`src/hw/rtl/fmva_pkg.sv`:
```
// ----------------------------------------------------------------------------
// fmva_pkg
// Shared types and constants of the FM voice allocator.
// ----------------------------------------------------------------------------
`default_nettype none

package fmva_pkg;

  localparam int VOICES_DEF    = 18;
  localparam int TIME_BITS_DEF = 32;

  localparam int ACT_W     = 2;
  localparam int CH_W      = 4;
  localparam int KEY_W     = 7;
  localparam int VEL_W     = 7;
  localparam int TIME_IN_W = 32;
  localparam int IDX_W     = 5;
  localparam int MASK_W    = 18;
  localparam int VIU_W     = 5;
  localparam int APB_AW    = 3;
  localparam int APB_DW    = 32;

  localparam logic [ACT_W-1:0] ACT_NOTE_ON  = 2'd0;
  localparam logic [ACT_W-1:0] ACT_NOTE_OFF = 2'd1;
  localparam logic [ACT_W-1:0] ACT_QUERY    = 2'd2;

  localparam logic [VIU_W-1:0] VIU_RESET = 5'd18;
  localparam logic             REG_VIU   = 1'b0;

  localparam logic [CH_W-1:0]  PERC_CH   = 4'd9;
  localparam logic [KEY_W-1:0] KEY_A_IN  = 7'd85;
  localparam logic [KEY_W-1:0] KEY_A_OUT = 7'd37;
  localparam logic [KEY_W-1:0] KEY_B_IN  = 7'd82;
  localparam logic [KEY_W-1:0] KEY_B_OUT = 7'd44;
  localparam logic [KEY_W-1:0] KEY_LO    = 7'd35;
  localparam logic [KEY_W-1:0] KEY_HI    = 7'd81;

  typedef struct packed {
    logic [ACT_W-1:0]     action;
    logic [CH_W-1:0]      channel;
    logic [KEY_W-1:0]     key;
    logic [VEL_W-1:0]     velocity;
    logic [TIME_IN_W-1:0] start_time;
    logic                 double_voice;
  } in_item_t;

  typedef struct packed {
    logic              voice_valid;
    logic [IDX_W-1:0]  voice_index;
    logic [MASK_W-1:0] voice_mask;
    logic              last;
  } out_item_t;

  typedef enum logic [1:0] {
    S_IDLE,
    S_SCAN,
    S_WRITE
  } state_t;

  typedef enum logic [1:0] {
    M_ALLOC,
    M_RELEASE,
    M_QUERY
  } mode_t;

endpackage

`default_nettype wire

```
`src/hw/rtl/fmva_ram.sv`:
```
// ----------------------------------------------------------------------------
// fmva_ram
// Generic single-write, single-read RAM with registered read data.
// ----------------------------------------------------------------------------
`default_nettype none

module fmva_ram #(
  parameter int WIDTH = 8,
  parameter int DEPTH = 16
) (
  input  wire logic                     clk,
  input  wire logic                     we,
  input  wire logic [$clog2(DEPTH)-1:0] waddr,
  input  wire logic [WIDTH-1:0]         wdata,
  input  wire logic [$clog2(DEPTH)-1:0] raddr,
  output logic      [WIDTH-1:0]         rdata
);

  logic [WIDTH-1:0] mem [DEPTH];

  always_ff @(posedge clk) begin
    if (we) begin
      mem[waddr] <= wdata;
    end
    rdata <= mem[raddr];
  end

endmodule

`default_nettype wire

```
`src/hw/rtl/fmva_cfg.sv`:
```
// ----------------------------------------------------------------------------
// fmva_cfg
// APB register file: holds the searched voice count.
// ----------------------------------------------------------------------------
`default_nettype none

module fmva_cfg (
  input  wire logic                        clk,
  input  wire logic                        rst_n,
  input  wire logic                        psel,
  input  wire logic                        penable,
  input  wire logic                        pwrite,
  input  wire logic [fmva_pkg::APB_AW-1:0] paddr,
  input  wire logic [fmva_pkg::APB_DW-1:0] pwdata,
  output logic      [fmva_pkg::APB_DW-1:0] prdata,
  output logic                             pready,
  output logic      [fmva_pkg::VIU_W-1:0]  voices_in_use
);

  logic [fmva_pkg::VIU_W-1:0] viu_r;
  logic [fmva_pkg::VIU_W-1:0] viu_nxt;
  logic                       sel_viu;

  assign pready  = 1'b1;
  assign sel_viu = (paddr[fmva_pkg::APB_AW-1] == fmva_pkg::REG_VIU);

  always_comb begin
    viu_nxt = viu_r;
    if (psel && penable && pwrite && sel_viu) begin
      viu_nxt = pwdata[fmva_pkg::VIU_W-1:0];
    end
  end

  always_ff @(posedge clk) begin
    if (!rst_n) begin
      viu_r <= fmva_pkg::VIU_RESET;
    end else begin
      viu_r <= viu_nxt;
    end
  end

  always_comb begin
    prdata = '0;
    if (sel_viu) begin
      prdata = {{(fmva_pkg::APB_DW - fmva_pkg::VIU_W){1'b0}}, viu_r};
    end
  end

  assign voices_in_use = viu_r;

endmodule

`default_nettype wire

```
`src/hw/rtl/fmva_ctrl.sv`:
```
// ----------------------------------------------------------------------------
// fmva_ctrl
// Event sequencer: scans the voice table, picks, releases or reports voices.
// ----------------------------------------------------------------------------
`default_nettype none

module fmva_ctrl #(
  parameter int VOICES    = fmva_pkg::VOICES_DEF,
  parameter int TIME_BITS = fmva_pkg::TIME_BITS_DEF,
  parameter int IW        = $clog2(VOICES),
  parameter int REC_W     = TIME_BITS + 2 + fmva_pkg::CH_W + fmva_pkg::KEY_W
) (
  input  wire logic                       clk,
  input  wire logic                       rst_n,
  input  wire logic                       start,
  input  wire fmva_pkg::in_item_t         in_item,
  output logic                            busy,
  input  wire logic [fmva_pkg::VIU_W-1:0] voices_in_use,
  output logic                            ram_we,
  output logic      [IW-1:0]              ram_waddr,
  output logic      [REC_W-1:0]           ram_wdata,
  output logic      [IW-1:0]              ram_raddr,
  input  wire logic [REC_W-1:0]           ram_rdata,
  output logic                            out_valid,
  output fmva_pkg::out_item_t             out_item
);

  localparam int CW    = $clog2(VOICES + 1);
  localparam int CH_HI = REC_W - 3;
  localparam int KY_HI = REC_W - 3 - fmva_pkg::CH_W;

  fmva_pkg::state_t state_r, state_nxt;
  fmva_pkg::mode_t  mode_r, mode_nxt;

  logic [fmva_pkg::CH_W-1:0]  ch_r, ch_nxt;
  logic [fmva_pkg::KEY_W-1:0] key_r, key_nxt;
  logic [TIME_BITS-1:0]       time_r, time_nxt;
  logic                       dbl_r, dbl_nxt;
  logic                       second_r, second_nxt;
  logic [CW-1:0]              iss_r, iss_nxt;
  logic [CW-1:0]              ev_r, ev_nxt;
  logic                       ev_valid_r, ev_valid_nxt;
  logic [IW-1:0]              best_idx_r, best_idx_nxt;
  logic [TIME_BITS-1:0]       best_time_r, best_time_nxt;
  logic [IW-1:0]              pick_r, pick_nxt;
  logic [VOICES-1:0]          mask_r, mask_nxt;
  logic [VOICES-1:0]          vbits_r, vbits_nxt;
  logic                       rd_valid_r, rd_valid_nxt;
  logic                       out_valid_r, out_valid_nxt;
  fmva_pkg::out_item_t        out_item_r, out_item_nxt;

  logic [CW-1:0]              n_srch;
  logic                       accept;
  logic [fmva_pkg::KEY_W-1:0] key_map;
  logic                       perc_drop;
  logic                       go;
  logic                       issuing;
  logic                       last_ev;
  logic [IW-1:0]              ev_idx;
  logic [REC_W-1:0]           rec;
  logic                       rec_active;
  logic                       rec_assigned;
  logic [fmva_pkg::CH_W-1:0]  rec_ch;
  logic [fmva_pkg::KEY_W-1:0] rec_key;
  logic [TIME_BITS-1:0]       rec_time;
  logic                       better;
  logic                       hit;
  logic                       alloc_more;
  logic [VOICES-1:0]          ev_bit;
  logic [VOICES-1:0]          mask_acc;
  logic [VOICES+fmva_pkg::MASK_W-1:0]       mask_ext;
  logic [IW+fmva_pkg::IDX_W-1:0]            idx_ext;
  logic [TIME_BITS+fmva_pkg::TIME_IN_W-1:0] tm_ext;

  always_comb begin
    if (voices_in_use == '0) begin
      n_srch = CW'(1);
    end else if (int'(voices_in_use) > VOICES) begin
      n_srch = CW'(VOICES);
    end else begin
      n_srch = CW'(voices_in_use);
    end
  end

  assign accept = start && (state_r == fmva_pkg::S_IDLE);
  assign busy   = (state_r != fmva_pkg::S_IDLE);

  always_comb begin
    key_map = in_item.key;
    if (in_item.key == fmva_pkg::KEY_A_IN) begin
      key_map = fmva_pkg::KEY_A_OUT;
    end else if (in_item.key == fmva_pkg::KEY_B_IN) begin
      key_map = fmva_pkg::KEY_B_OUT;
    end
  end

  assign perc_drop = (in_item.channel == fmva_pkg::PERC_CH) &&
                     ((key_map < fmva_pkg::KEY_LO) || (key_map > fmva_pkg::KEY_HI));
  assign go = ((in_item.action == fmva_pkg::ACT_NOTE_ON) && !perc_drop) ||
              (in_item.action == fmva_pkg::ACT_NOTE_OFF) ||
              (in_item.action == fmva_pkg::ACT_QUERY);

  assign issuing   = (state_r == fmva_pkg::S_SCAN) && (iss_r < n_srch);
  assign ram_raddr = issuing ? iss_r[IW-1:0] : '0;

  assign ev_idx       = ev_r[IW-1:0];
  assign last_ev      = (ev_r == (n_srch - CW'(1)));
  assign rec          = rd_valid_r ? ram_rdata : '0;
  assign rec_active   = rec[REC_W-1];
  assign rec_assigned = rec[REC_W-2];
  assign rec_ch       = rec[CH_HI -: fmva_pkg::CH_W];
  assign rec_key      = rec[KY_HI -: fmva_pkg::KEY_W];
  assign rec_time     = rec[TIME_BITS-1:0];
  assign better       = (ev_r == '0) || (rec_time < best_time_r);
  assign ev_bit       = VOICES'(1) << ev_idx;
  assign alloc_more   = dbl_r && !second_r;
  assign tm_ext       = {{TIME_BITS{1'b0}}, in_item.start_time};
  assign idx_ext      = {{fmva_pkg::IDX_W{1'b0}}, pick_r};

  always_comb begin
    hit = 1'b0;
    case (mode_r)
      fmva_pkg::M_RELEASE: hit = rec_assigned && (rec_ch == ch_r) && (rec_key == key_r);
      fmva_pkg::M_QUERY:   hit = rec_assigned && rec_active && (rec_ch == ch_r);
      default:             hit = 1'b0;
    endcase
  end

  assign mask_acc = mask_r | (hit ? ev_bit : '0);
  assign mask_ext = {{fmva_pkg::MASK_W{1'b0}}, mask_acc};

  // next state
  always_comb begin
    state_nxt = state_r;
    case (state_r)
      fmva_pkg::S_IDLE: begin
        if (accept && go) begin
          state_nxt = fmva_pkg::S_SCAN;
        end
      end
      fmva_pkg::S_SCAN: begin
        if (ev_valid_r) begin
          if (mode_r == fmva_pkg::M_ALLOC) begin
            if (!rec_active || last_ev) begin
              state_nxt = fmva_pkg::S_WRITE;
            end
          end else if (last_ev) begin
            state_nxt = fmva_pkg::S_IDLE;
          end
        end
      end
      fmva_pkg::S_WRITE: begin
        state_nxt = alloc_more ? fmva_pkg::S_SCAN : fmva_pkg::S_IDLE;
      end
      default: state_nxt = fmva_pkg::S_IDLE;
    endcase
  end

  // datapath and outputs
  always_comb begin
    mode_nxt      = mode_r;
    ch_nxt        = ch_r;
    key_nxt       = key_r;
    time_nxt      = time_r;
    dbl_nxt       = dbl_r;
    second_nxt    = second_r;
    iss_nxt       = '0;
    ev_nxt        = ev_r;
    ev_valid_nxt  = 1'b0;
    best_idx_nxt  = best_idx_r;
    best_time_nxt = best_time_r;
    pick_nxt      = pick_r;
    mask_nxt      = mask_r;
    out_valid_nxt = 1'b0;
    out_item_nxt  = out_item_r;
    ram_we        = 1'b0;
    ram_waddr     = ev_idx;
    ram_wdata     = {1'b0, rec[REC_W-2:0]};
    case (state_r)
      fmva_pkg::S_IDLE: begin
        if (accept) begin
          ch_nxt     = in_item.channel;
          key_nxt    = in_item.key;
          time_nxt   = tm_ext[TIME_BITS-1:0];
          dbl_nxt    = in_item.double_voice;
          second_nxt = 1'b0;
          mask_nxt   = '0;
          if (in_item.action == fmva_pkg::ACT_QUERY) begin
            mode_nxt = fmva_pkg::M_QUERY;
          end else if ((in_item.action == fmva_pkg::ACT_NOTE_ON) &&
                       (in_item.velocity != '0)) begin
            mode_nxt = fmva_pkg::M_ALLOC;
          end else begin
            mode_nxt = fmva_pkg::M_RELEASE;
          end
        end
      end
      fmva_pkg::S_SCAN: begin
        if (issuing) begin
          iss_nxt      = iss_r + CW'(1);
          ev_nxt       = iss_r;
          ev_valid_nxt = 1'b1;
        end else begin
          iss_nxt = iss_r;
        end
        if (ev_valid_r) begin
          if (mode_r == fmva_pkg::M_ALLOC) begin
            if (better) begin
              best_idx_nxt  = ev_idx;
              best_time_nxt = rec_time;
            end
            if (!rec_active) begin
              pick_nxt = ev_idx;
            end else if (last_ev) begin
              pick_nxt = better ? ev_idx : best_idx_r;
            end
          end else begin
            mask_nxt = mask_acc;
            ram_we   = hit && (mode_r == fmva_pkg::M_RELEASE);
            if (last_ev) begin
              out_valid_nxt            = 1'b1;
              out_item_nxt.voice_valid = 1'b0;
              out_item_nxt.voice_index = '0;
              out_item_nxt.voice_mask  = mask_ext[fmva_pkg::MASK_W-1:0];
              out_item_nxt.last        = 1'b1;
            end
          end
        end
      end
      fmva_pkg::S_WRITE: begin
        ram_we                   = 1'b1;
        ram_waddr                = pick_r;
        ram_wdata                = {1'b1, 1'b1, ch_r, key_r, time_r};
        out_valid_nxt            = 1'b1;
        out_item_nxt.voice_valid = 1'b1;
        out_item_nxt.voice_index = idx_ext[fmva_pkg::IDX_W-1:0];
        out_item_nxt.voice_mask  = '0;
        out_item_nxt.last        = !alloc_more;
        second_nxt               = 1'b1;
      end
      default: begin
        iss_nxt = '0;
      end
    endcase
  end

  always_comb begin
    vbits_nxt = vbits_r;
    if (ram_we) begin
      vbits_nxt[ram_waddr] = 1'b1;
    end
  end

  assign rd_valid_nxt = vbits_r[ram_raddr];

  always_ff @(posedge clk) begin
    if (!rst_n) begin
      state_r     <= fmva_pkg::S_IDLE;
      mode_r      <= fmva_pkg::M_ALLOC;
      second_r    <= 1'b0;
      iss_r       <= '0;
      ev_valid_r  <= 1'b0;
      vbits_r     <= '0;
      rd_valid_r  <= 1'b0;
      out_valid_r <= 1'b0;
    end else begin
      state_r     <= state_nxt;
      mode_r      <= mode_nxt;
      second_r    <= second_nxt;
      iss_r       <= iss_nxt;
      ev_valid_r  <= ev_valid_nxt;
      vbits_r     <= vbits_nxt;
      rd_valid_r  <= rd_valid_nxt;
      out_valid_r <= out_valid_nxt;
    end
  end

  always_ff @(posedge clk) begin
    ch_r        <= ch_nxt;
    key_r       <= key_nxt;
    time_r      <= time_nxt;
    dbl_r       <= dbl_nxt;
    ev_r        <= ev_nxt;
    best_idx_r  <= best_idx_nxt;
    best_time_r <= best_time_nxt;
    pick_r      <= pick_nxt;
    mask_r      <= mask_nxt;
    out_item_r  <= out_item_nxt;
  end

  assign out_valid = out_valid_r;
  assign out_item  = out_item_r;

endmodule

`default_nettype wire

```
`src/hw/rtl/fm_voice_allocator.sv`:
```
// ----------------------------------------------------------------------------
// fm_voice_allocator
// Note event to synthesizer voice allocator with oldest-note stealing.
// ----------------------------------------------------------------------------
// Usage:
//   Input: drive in_item and raise start; the event beat is taken when start
//   is high and busy is low. busy stays high until the event is finished.
//   Output: each result is shown for one cycle with out_valid high; the
//   receiver cannot stall, so results must be taken as they appear.
//   Configuration: APB register 0 (voices_in_use) at byte address 0, to be
//   written only while the block is idle; not enforced. pready is tied high.
//   Operation, with N searched voices: every note or query event that is not
//   dropped walks the voice table in the RAM, one entry per cycle, with registered read data.
//   Note off and channel query: all N entries read, result in the cycle after busy.
//   Note on: the walk stops at the first free voice, result in the cycle after
//   busy; double-voice note on repeats the walk for the second voice.
//   Dropped percussion keys and unknown actions never raise busy and give no result.
//   Reset: synchronous, active low; all voices read as free and unassigned
//   at once through per-entry valid bits, voices_in_use returns to 18.
// ----------------------------------------------------------------------------
`default_nettype none

module fm_voice_allocator #(
  parameter int VOICES    = fmva_pkg::VOICES_DEF,
  parameter int TIME_BITS = fmva_pkg::TIME_BITS_DEF
) (
  input  wire logic                        clk,
  input  wire logic                        rst_n,
  input  wire logic                        start,
  output logic                             busy,
  input  wire fmva_pkg::in_item_t          in_item,
  output logic                             out_valid,
  output fmva_pkg::out_item_t              out_item,
  input  wire logic                        psel,
  input  wire logic                        penable,
  input  wire logic                        pwrite,
  input  wire logic [fmva_pkg::APB_AW-1:0] paddr,
  input  wire logic [fmva_pkg::APB_DW-1:0] pwdata,
  output logic      [fmva_pkg::APB_DW-1:0] prdata,
  output logic                             pready
);

  localparam int IW    = $clog2(VOICES);
  localparam int REC_W = TIME_BITS + 2 + fmva_pkg::CH_W + fmva_pkg::KEY_W;

  logic [fmva_pkg::VIU_W-1:0] voices_in_use;
  logic                       ram_we;
  logic [IW-1:0]              ram_waddr;
  logic [REC_W-1:0]           ram_wdata;
  logic [IW-1:0]              ram_raddr;
  logic [REC_W-1:0]           ram_rdata;

  fmva_cfg u_cfg (
    .clk           (clk),
    .rst_n         (rst_n),
    .psel          (psel),
    .penable       (penable),
    .pwrite        (pwrite),
    .paddr         (paddr),
    .pwdata        (pwdata),
    .prdata        (prdata),
    .pready        (pready),
    .voices_in_use (voices_in_use)
  );

  fmva_ram #(
    .WIDTH (REC_W),
    .DEPTH (VOICES)
  ) u_ram (
    .clk   (clk),
    .we    (ram_we),
    .waddr (ram_waddr),
    .wdata (ram_wdata),
    .raddr (ram_raddr),
    .rdata (ram_rdata)
  );

  fmva_ctrl #(
    .VOICES    (VOICES),
    .TIME_BITS (TIME_BITS),
    .IW        (IW),
    .REC_W     (REC_W)
  ) u_ctrl (
    .clk           (clk),
    .rst_n         (rst_n),
    .start         (start),
    .in_item       (in_item),
    .busy          (busy),
    .voices_in_use (voices_in_use),
    .ram_we        (ram_we),
    .ram_waddr     (ram_waddr),
    .ram_wdata     (ram_wdata),
    .ram_raddr     (ram_raddr),
    .ram_rdata     (ram_rdata),
    .out_valid     (out_valid),
    .out_item      (out_item)
  );

endmodule

`default_nettype wire

```
`config.mk`:
```
export PLATFORM = sky130hd
export DESIGN_NAME = fm_voice_allocator
export DESIGN_NICKNAME = d
export VERILOG_FILES = /design/src/hw/rtl/fmva_pkg.sv /design/src/hw/rtl/fmva_ram.sv /design/src/hw/rtl/fmva_cfg.sv /design/src/hw/rtl/fmva_ctrl.sv /design/src/hw/rtl/fm_voice_allocator.sv
export SDC_FILE = /design/constraint.sdc
export NUM_CORES = 1
export LEC_CHECK = 0
export BUFFER_PORTS_ARGS = -buffer_cell sky130_fd_sc_hd__buf_2
export CAP_MARGIN = 20
export CORE_MARGIN = 4
export CORE_UTILIZATION = 45
export CTS_CLUSTER_DIAMETER = 120
export DETAILED_ROUTE_END_ITERATION = 10
export HOLD_SLACK_MARGIN = 0.15
export PLACE_DENSITY = 0.63
export SLEW_MARGIN = 10
export SYNTH_ARGS = -nofsm -noshare
export SYNTH_HDL_FRONTEND = slang
export SYNTH_HIERARCHICAL = 1
export SYNTH_SLANG_ARGS = --single-unit
```
`constraint.sdc`:
```
create_clock -name clk -period 8.9 [get_ports clk]
set_input_delay 0.89 -clock clk [delete_from_list [all_inputs] [get_ports clk]]
set_output_delay 0.89 -clock clk [all_outputs]
set_load 0.05 [all_outputs]
```
Word level (Yosys, flattened, before mapping)
Memories as Yosys holds them, arrays and structs flattened. A register that Yosys moved wholly into a read port is not among the register bits.
Cells that the tools add are included.
{"block": "op_classes", "n_eq_ne": 20, "div_mod_pow": 0, "reduce_logical": 45, "shifts": 1, "n_mux": 47, "n_lt_le_gt_ge": 8, "mul": 0, "bitwise_logic": 3, "add_sub_neg": 2}
{"operator": "45-bit 2-to-1 mux", "count": 2}
{"operator": "25-bit 2-to-1 mux", "count": 3}
{"operator": "18-bit 2-to-1 mux", "count": 4}
{"operator": "25-bit case mux with 2 select lines", "count": 1}
{"operator": "5-bit 2-to-1 mux", "count": 8}
{"operator": "18-bit bitwise OR", "count": 2}
{"operator": "18-bit case mux with 2 select lines", "count": 1}
{"operator": "32-bit less-than comparator", "count": 1}
{"operator": "4-bit AND reduction", "count": 5}
{"operator": "1-bit by 5-bit << shifter with 18-bit output (first input constant)", "count": 1}
{"operator": "1-bit logical AND", "count": 16}
{"operator": "7-bit == test (second input constant)", "count": 2}
{"operator": "7-bit 2-to-1 mux", "count": 2}
{"operator": "1-bit 2-to-1 mux", "count": 13}
{"operator": "5-bit by 6-bit less-than comparator with 1-bit output (second input constant)", "count": 2}
{"operator": "2-bit 2-to-1 mux", "count": 6}
{"operator": "5-bit logical NOT", "count": 2}
{"operator": "2-bit by 1-bit inequality test with 1-bit output (second input constant)", "count": 4}
{"operator": "1-bit case mux with 2 select lines", "count": 4}
{"operator": "2-bit AND reduction", "count": 4}
{"operator": "2-bit nonzero test", "count": 4}
{"operator": "7-bit == test", "count": 1}
{"operator": "7-bit > comparator (second input constant)", "count": 1}
{"operator": "7-bit by 6-bit less-than comparator with 1-bit output (second input constant)", "count": 1}
{"operator": "22 further kinds", "count": 36}
{"block": "totals", "romBits": 0, "inputBits": 94, "regBits": 170, "n_memories": 1, "out_inout_bits": 60, "ramBits": 810, "latch_bits": 0}
{"memory": "u_ram.mem", "words": 18, "width": 45, "read_ports": 1, "rd_clocked_by_memory_dff": 1, "wr": 1, "line_no": "fmva_ram.sv:19", "text": "logic [WIDTH-1:0] mem [DEPTH];"}

Logic depth before layout (Yosys ltp)
Gate-level depths: netlist (run 1).
{"block": "depth", "ltp_word": 13, "mapped_depth": 16, "depth_no_buf": 11}

Cells and area by module
The synthesis (run 1) kept the hierarchy.
{"module": "fmva_ram", "area_each_um2": 32170.9, "n_inst": 1, "seq_area_each_um2": 25224.2, "cells_per_inst": 1468}
{"module": "fmva_ctrl", "area_each_um2": 8391.8, "n_inst": 1, "seq_area_each_um2": 4644.5, "cells_per_inst": 730}
{"module": "fmva_cfg", "area_each_um2": 484.2, "n_inst": 1, "seq_area_each_um2": 100.1, "cells_per_inst": 58}

Worst setup path before layout (run 1)
OpenSTA, ideal clock, no wires.
{"block": "synth_timing", "kind": "reg2reg", "startpoint": "reg u_ctrl/ch_r[0] (netlist bit)", "endpoint": "mem u_ram/mem[0][0] (netlist bit) (enable)", "slack_ns": 1.684, "stages_incl_launch_ff": 9, "t_arrival_ns": 6.656, "path_buffers": 0, "t_required_ns": 8.341, "setup_time_ns": 0.559, "path_cell_list": "edfxtp_1 and4bb_1 a31o_1 a22oi_1 or4_4 o31a_4 inv_1 or3b_2 nor4_1"}
{"block": "synth_between", "elab_chain_len": 10}
{"item": "start: declaration", "line_no": "fmva_ctrl.sv:35", "text": "logic [fmva_pkg::CH_W-1:0] ch_r, ch_nxt;"}
{"item": "start signal: assignment", "line_no": "fmva_ctrl.sv:279", "text": "ch_r <= ch_nxt;"}
{"item": "4-bit == test (*)", "line_no": "fmva_ctrl.sv:123, fmva_ctrl.sv:124"}
{"item": "1-bit logical AND (2 in a row)", "line_no": "fmva_ctrl.sv:123", "text": "fmva_pkg::M_RELEASE: hit = rec_assigned && (rec_ch == ch_r) && (rec_key == key_r);"}
{"item": "1-bit case mux with 2 select lines (*)", "line_no": "fmva_ctrl.sv:122", "text": "case (mode_r)"}
{"item": "1-bit logical AND (*)", "line_no": "fmva_ctrl.sv:219", "text": "ram_we = hit && (mode_r == fmva_pkg::M_RELEASE);"}
{"item": "1-bit 2-to-1 mux (*)", "line_no": "fmva_ctrl.sv:207", "text": "if (mode_r == fmva_pkg::M_ALLOC) begin"}
{"item": "1-bit 2-to-1 mux (*)", "line_no": "fmva_ctrl.sv:206", "text": "if (ev_valid_r) begin"}
{"item": "1-bit case mux with 2 select lines (*)", "line_no": "fmva_ctrl.sv:179", "text": "case (state_r)"}
{"item": "net ram_we", "line_no": "fm_voice_allocator.sv:47", "text": "logic ram_we;"}
{"item": "1-bit 2-to-1 mux (*)", "line_no": "fmva_ram.sv:22", "text": "if (we) begin"}
{"item": "1-bit 2-to-1 mux (implied by the code) (*)", "line_no": "fmva_ram.sv:23", "text": "mem[waddr] <= wdata;"}
{"item": "end: declaration", "line_no": "fmva_ram.sv:19"}
Mark *: on every way through the listed nets, which the timed path passes. The rest lies on a longest branch.

Final worst setup path (run 1)
{"block": "layout_timing", "startpoint": "reg u_cfg.viu_r (netlist bit u_cfg/voices_in_use[4])", "endpoint": "reg u_ram.rdata[17] (read register of u_ram.mem)"}
{"block": "layout_between", "elab_chain_len": 6}
{"item": "start: declaration", "line_no": "fmva_cfg.sv:20", "text": "logic [fmva_pkg::VIU_W-1:0] viu_r;"}
{"item": "start signal: assignment", "line_no": "fmva_cfg.sv:36", "text": "viu_r <= fmva_pkg::VIU_RESET;"}
{"item": "start signal: assignment", "line_no": "fmva_cfg.sv:38", "text": "viu_r <= viu_nxt;"}
{"item": "5-bit > comparator", "line_no": "fmva_ctrl.sv:78", "text": "end else if (int'(voices_in_use) > VOICES) begin"}
{"item": "5-bit 2-to-1 mux", "line_no": "fmva_ctrl.sv:78"}
{"item": "5-bit 2-to-1 mux (*)", "line_no": "fmva_ctrl.sv:76", "text": "if (voices_in_use == '0) begin"}
{"item": "5-bit less-than comparator (*)", "line_no": "fmva_ctrl.sv:103", "text": "assign issuing = (state_r == fmva_pkg::S_SCAN) && (iss_r < n_srch);"}
{"item": "1-bit logical AND (*)", "line_no": "fmva_ctrl.sv:103"}
{"item": "5-bit 2-to-1 mux (*)", "line_no": "fmva_ctrl.sv:104", "text": "assign ram_raddr = issuing ? iss_r[IW-1:0] : '0;"}
{"item": "net ram_raddr[1]", "line_no": "fm_voice_allocator.sv:50", "text": "logic [IW-1:0] ram_raddr;"}
{"item": "end: declaration", "line_no": "fmva_ram.sv:16", "text": "output logic [WIDTH-1:0] rdata"}
Marks and branches as above.
A chain may end at the register's enable or synchronous reset.

==> run summary, run 1 <==
starting density of the core -> 0.455
Fin. Hold Viols -> 0
fin. max-slew vios -> 0
Async SR Flop Fraction -> 0
worst rel slew slack -> 0.245
Setup-failing EPs final -> 0
cells after synthesis -> 2256
cts hold-fix bufs -> 0
DR vias -> 21000
post-synthesis instance area -> 41000 µm²
HP Class -> in2reg
Tot Pwr -> 10.7 mW
CTS clk-pin slew, worst paths -> 0.06 ns
Total GRT Usage -> 0.194
average size of a mapped cell -> 18.2 µm²
share of cells above drive strength 1 -> 0.242
status -> finished clean
Pleak -> 15.5 nW
min-delay src -> in_item[32]
FF+latch count, synth -> 1025
PwrDens -> 232 nW/µm²
number of global-route vias before repair -> 21500
post-CTS sizing -> 0
CTS tree -> yes
Critical Path Start Type -> register
Main synth FF type -> edfxtp_1
Max Clock Freq -> 203 MHz
register area share after synthesis -> 0.730
Syn. warnings -> 6
Critical Path End Type -> register
clock buffer depth -> 3
clk sink count -> 1025
Inserted Clock Buffers -> 104
worst reg2reg path depth -> 11
global-route wire length before repair -> 137000 µm
Final ANT Viol Nets -> 0
Crit path required time -> 9.40 ns
later-pin clock latency in the skew report -> 0.68 ns
core area -> 90300 µm²
H-tree level count -> 3
Worst setup endpoint -> u_ram/rdata[17]
DRT iter0 DRCs -> 1607
CTS root buf -> clkbuf_16
setup_tns -> 0 ns
final net count -> 2528
Worst-Margin Slew -> 1.13 ns
DRT Pass-1 Iters -> 6
largest net degree at the start of global routing -> 132
Final Util -> 0.512
Fill cells -> 7193
minimum clock period -> 4.93 ns
reg-to-reg startpoint -> u_cfg/voices_in_use[4]
Worst Slack Setup Final -> 3.97 ns
Cell variety after synth -> 74
critical path startpoint -> u_cfg/voices_in_use[4]
antenna violations before repair -> 0
RSZ-0062 raised after global routing -> false
Clock Skew -> 0.0386 ns
DRC Markers -> 0
grt ovf -> 0
die width -> 310 µm
worst vdd ir -> 0.143 mV
Placed Instance Area -> 42700 µm²
Row Count -> 110
Critical Path AT -> 5.43 ns
diodes inserted -> 0
setup repair bufs after CTS -> 0
average wire per standard cell -> 25.5 µm
Max-Cap Viols -> 0
GPL Wtd Cong -> 0.776
Critical Setup Path Class -> reg2reg
I/O pins -> 154
die area -> 96100 µm²
Die Y -> 310 µm
final WL -> 93200 µm
period utilisation layout -> 0.554
Port Buf Inserts -> 96
vias per inst -> 5.74
reg-to-reg setup timing slack -> 3.97 ns
HPWL Detailed -> 47900 µm
CP Max Fanout -> 48
Finished Cell Area -> 46300 µm²
Synth-to-Final Area Change -> 12.7%
Post-Place Worst Slack -> 4.01 ns
Post-synth EDFFs -> 944
R2R Path End -> u_ram/rdata[17]
[Yosys cell counts (9+ instances only)]
library cell	n	area, µm²
buf_6	17	191
o21ai_0	27	135
ha_1	44	551
and2_1	44	275
a221oi_1	13	114
o22ai_1	16	100
nand3_1	15	75.1
buf_2	32	160
nor3_1	9	45.0
inv_1	68	255
mux2i_1	150	1500
a21oi_1	24	120
a221oi_2	34	510
nor2_1	71	267
mux2_2	76	856
o211ai_1	47	353
a22o_1	27	236
buf_4	44	330
edfxtp_1	944	28300
clkbuf_1	39	146
o21ai_1	45	225
dfxtp_1	81	1620
mux4_2	135	3040
nor2b_1	12	75.1
nand2_1	109	409
[cells in the final DEF (no fill, tap or decap), drive strengths merged, types with 5 or more instances in the layout]
master	n
and2	44
bufinv	12
clkinv	48
conb	28
clkbuf	130
nor3	11
a22o	27
a21oi	24
o21a	5
nand2b	6
mux2i	150
xor2	5
nand3	15
xnor2	7
inv	71
nor2b	12
a41oi	6
o211ai	47
a31oi	5
ha	44
o221ai	5
nor2	71
o22ai	16
a21o	7
mux2	76
edfxtp	944
and2b	5
o21ai	72
a221oi	47
buf	142
clkinvlp	5
dfxtp	81
nand2	109
nor4	7
mux4	135
[critical path: stages (launching register included)]
cell	delay (ns)
dfxtp_1	0.48
nand2b_1	0.20
ha_1	0.27
a21o_1	0.23
a21oi_1	0.17
o21a_1	0.56
and2_4	0.90
nor2b_4	0.77
buf_4	0.68
a221oi_2	0.14
o21ai_1	0.17
o211ai_1	0.15
[per-layer routing]
metal / global-route usage / wire (µm)
met3: 0.0296 / 5500
met4: 0.0654 / 2940
met5: 0 / 0
met1: 0.263 / 39000
met2: 0.325 / 45700
[cell type report]
class	instances	area (µm²)	area share
timing repair buffer	143	856	0.0185
multi-input combinational	1047	10200	0.220
sequential	1025	30000	0.648
clock buffer	129	2790	0.0602
inverter	69	259	0.00560
clock inverter	67	732	0.0158
tap	1176	1470	0.0318
[cell families (layout without fill, tap and decap cells)]
group / Yosys count / in the layout / synth area share
buffers and inverters: 210 / 408 / 0.0276
AND/OR/NAND/NOR: 311 / 311 / 0.0386
XOR/XNOR: 12 / 12 / 0.00256
multiplexers: 361 / 361 / 0.132
adder cells (fa/ha/maj): 44 / 44 / 0.0134
AO/OA/AOI/OAI: 291 / 291 / 0.0560
flip-flops: 1025 / 1025 / 0.730
other: 2 / 28 / 0.000183
[where the power goes]
part | internal, mW | leakage [nW] | switching (mW)
Clock | 2.58 | 1.72 | 1.83
Sequential | 5.49 | 9.87 | 0.0756
Combinational | 0.198 | 3.87 | 0.545
Total | 8.27 | 15.5 | 2.45
[stage by stage]
step / hold slack, ns / std cells
5_1_grt: 0.353 / 3656
6_report: 0.390 / 3656
3_5_place_dp: 0.467 / 3458
4_1_cts: 0.341 / 3654
3_3_place_gp: 0.456 / 3457
2_1_floorplan: 0.435 / 2282
[registers in the layout (all words and copies together), names as in the netlist, 7 cells and up]
name	flops
u_ram/mem	810
u_ram/rdata	45
u_ctrl/best_time_r	32
u_ctrl/time_r	32
u_ctrl/out_item	25
u_ctrl/mask_r	18
u_ctrl/vbits_r	18
u_ctrl/key_r	7
[worst min-delay path by stage]
stage	endpoint	slack (ns)	cells after the start
floorplan	u_ctrl/ev_idx[0]	0.43	0
global placement	u_ctrl/vbits_r[8]	0.46	1
detailed placement	u_ctrl/vbits_r[10]	0.47	1
CTS	u_ctrl/time_r[26]	0.34	1
global route	u_ctrl/time_r[27]	0.35	1
finish	u_ctrl/time_r[31]	0.39	1
No activity file was read; power rests on OpenSTA's default activity.
==> run 2, diff against run 1 <==
PLACE_DENSITY = 0.65   (was 0.63)
clock period = 4.4 ns   (was 8.9 ns; I/O delays follow)
==> run 2 against run 1 <==
  * Non-clock buffer count grew 87
  * Clock power rose by 95%
  * Largest power group unchanged
  * Sequential power grew 100%
  * Setup slack worse by 3.3 ns
  * Hold slack worse by 0.17 ns
  * Critical path depth down 3
  * Sequential cell count did not move
  * Critical endpoint is now u_ram/mem[0][20]
  * Highest routed layer unchanged
==> run summary, run 2 (same netlist as run 1, synthesis figures left out) <==
starting density of the core -> 0.455 (unchanged)
Final Util -> 0.524 (was 0.512)
DRC Markers -> 0 (unchanged)
Clock power frac -> 0.401 (was 0.411)
antenna violations before repair -> 0 (unchanged)
Largest regs -> u_ram/mem (810), u_ram/rdata (45) (unchanged)
CTS root buf -> clkbuf_16 (unchanged)
Hold Path Sink -> u_ctrl/mode_r[1] (was u_ctrl/time_r[31])
global-route wire length before repair -> 138000 µm (was 137000 µm)
reg-to-reg startpoint -> u_ctrl/rd_valid_r (was u_cfg/voices_in_use[4])
average wire per standard cell -> 24.8 µm (was 25.5 µm)
final WL -> 92600 µm (was 93200 µm)
Inserted Clock Buffers -> 102 (was 104)
worst reg2reg path depth -> 8 (was 11)
Cells after DPL -> 3495 (was 3458)
later-pin clock latency in the skew report -> 0.68 ns (about the same)
GPL Wtd Cong -> 0.767 (was 0.776)
Critical Setup Path Class -> reg2reg (unchanged)
final net count -> 2613 (was 2528)
fin. max-slew vios -> 0 (unchanged)
Total GRT Usage -> 0.193 (was 0.194)
worst vdd ir -> 0.273 mV (was 0.143 mV)
clk sink count -> 1025 (unchanged)
core area -> 90300 µm² (unchanged)
largest net degree at the start of global routing -> 52 (was 132)
Finished Layout Cells -> 3738 (was 3656)
HP Class -> in2reg (unchanged)
R2R Path End -> u_ram/mem[0][20] (was u_ram/rdata[17])
Comb pwr share -> 0.074 (was 0.069)
Port Buf Inserts -> 96 (unchanged)
I/O pins -> 154 (unchanged)
hold slack -> 0.220 ns (was 0.390 ns)
CTS tree -> yes (unchanged)
Fin. Hold Viols -> 0 (unchanged)
H-tree level count -> 3 (unchanged)
Max-Cap Viols -> 0 (unchanged)
most frequent cells in the layout -> edfxtp_1, mux2i_1, mux4_2 (unchanged)
Critical Path Start Type -> register (unchanged)
Synth-to-Final Area Change -> 15.3% (was 12.7%)
worst rel slew slack -> 0.428 (was 0.245)
Crit path required time -> 4.69 ns (was 9.40 ns)
reg-to-reg setup timing slack -> 0.64 ns (was 3.97 ns)
status -> finished clean (unchanged)
RSZ-0062 raised after global routing -> false (unchanged)
DRT Pass-1 Iters -> 5 (was 6)
HPWL Detailed -> 51000 µm (was 47900 µm)
P_int -> 16.6 mW (was 8.27 mW)
sw frac -> 0.228 (about the same)
Pleak -> 15.9 nW (was 15.5 nW)
die area -> 96100 µm² (unchanged)
P_sw -> 4.89 mW (was 2.45 mW)
Row Count -> 110 (unchanged)
vias per inst -> 5.70 (was 5.74)
Max Clock Freq -> 266 MHz (was 203 MHz)
Die Y -> 310 µm (unchanged)
clock buffer depth -> 3 (unchanged)
Final ANT Viol Nets -> 0 (unchanged)
cts hold-fix bufs -> 51 (was 0)
setup repair bufs after CTS -> 0 (unchanged)
sequential power share -> 0.525 (was 0.519)
Critical Path End Type -> register (unchanged)
Setup-failing EPs final -> 0 (unchanged)
share of cells above drive strength 1 -> 0.245 (was 0.242)
CP Max Fanout -> 45 (was 48)
CTS clk-pin slew, worst paths -> 0.06 ns (about the same)
min-delay src -> start (was in_item[32])
DRT iter0 DRCs -> 2089 (was 1607)
minimum clock period -> 3.76 ns (was 4.93 ns)
DR vias -> 21300 (was 21000)
post-CTS sizing -> 0 (unchanged)
die width -> 310 µm (unchanged)
Largest register FFs -> 810 (unchanged)
register with the most flip-flops -> u_ram/mem (unchanged)
setup_tns -> 0 ns (unchanged)
grt ovf -> 0 (unchanged)
commonest non-fill, non-tap cell in the layout -> edfxtp_1 (unchanged)
Critical Path AT -> 4.05 ns (was 5.43 ns)
period utilisation layout -> 0.854 (was 0.554)
Tot Pwr -> 21.5 mW (was 10.7 mW)
PwrDens -> 453 nW/µm² (was 232 nW/µm²)
diodes inserted -> 0 (unchanged)
Hold Path Depth -> 4 (was 1)
Worst-Margin Slew -> 0.857 ns (was 1.13 ns)
Clock Skew -> 0.0490 ns (was 0.0386 ns)
number of global-route vias before repair -> 21700 (was 21500)
==> run 2: changes by cell type in the layout (fill, tap and decap cells not counted), sizes merged <==
cell,change
dlygate4sd3,+51
clkinv,-13
clkbuf,+12
inv,+3
buf,+36
clkinvlp,-3
bufinv,-4
==> run 2: per-layer routing <==
layer / routed length [µm] / up-vias / global-route usage
met2: 45800 / 688 / 0.325
met5: 0 / - / 0
met1: 39000 / 11100 / 0.264
met3: 5260 / 148 / 0.0281
li1: - / 9395 / -
met4: 2460 / 0 / 0.0592
==> run 2: worst max-delay path by stage <==
| stage | from | endpoint | slack, ns | cells past startpoint |
|---|---|---|---|---|
| 5_1_grt | u_cfg/voices_in_use[4] | u_ram/rdata[8] | 0.49 | 11 |
| 2_1_floorplan | u_ctrl/ch_r[0] | u_ram/mem[12][0] | -0.37 | 8 |
| 6_report | u_ctrl/rd_valid_r | u_ram/mem[0][20] | 0.64 | 8 |
| 4_1_cts | u_ctrl/rd_valid_r | u_ctrl/pick_r[1] | 0.46 | 9 |
| 3_5_place_dp | u_ctrl/rd_valid_r | u_ctrl/pick_r[1] | 0.50 | 9 |
| 3_3_place_gp | u_ctrl/rd_valid_r | u_ctrl/pick_r[4] | 0.53 | 9 |
==> run 2: final cells by class <==
type / instances / area [µm²]
inverter: 69 / 259
clock inverter: 50 / 558
timing repair buffer: 230 / 2020
clock buffer: 141 / 2840
sequential: 1025 / 30000
multi-input combinational: 1047 / 10200
tap: 1176 / 1470
fill: 7133 / 42900
==> run 2: worst max-delay path, stage by stage (launching register included) <==
cell and delay [ns]:
dfxtp_2 0.59, buf_4 0.26, a22oi_1 0.08, or4_4 0.58, o31a_4 0.43, inv_1 0.13, or3b_2 0.62, nor4_4 0.25
buf_12 0.36
==> run 2: stage by stage <==
step / setup WS, ns / instance area, µm²
floorplan: -0.371 / 41200
global placement: 0.529 / 43400
detailed placement: 0.502 / 43400
CTS: 0.461 / 47300
global route: 0.494 / 47300
finish: 0.642 / 47300
==> run 2: power by group through the flow <==
stage	sequential (mW)	clock (mW)	combinational [mW]
2_1_floorplan	11.4	0	1.05
3_3_place_gp	11.5	0	1.49
3_5_place_dp	11.5	0	1.56
4_1_cts	11.3	8.80	1.59
5_1_grt	11.3	9.26	1.72
6_report	11.3	8.61	1.59
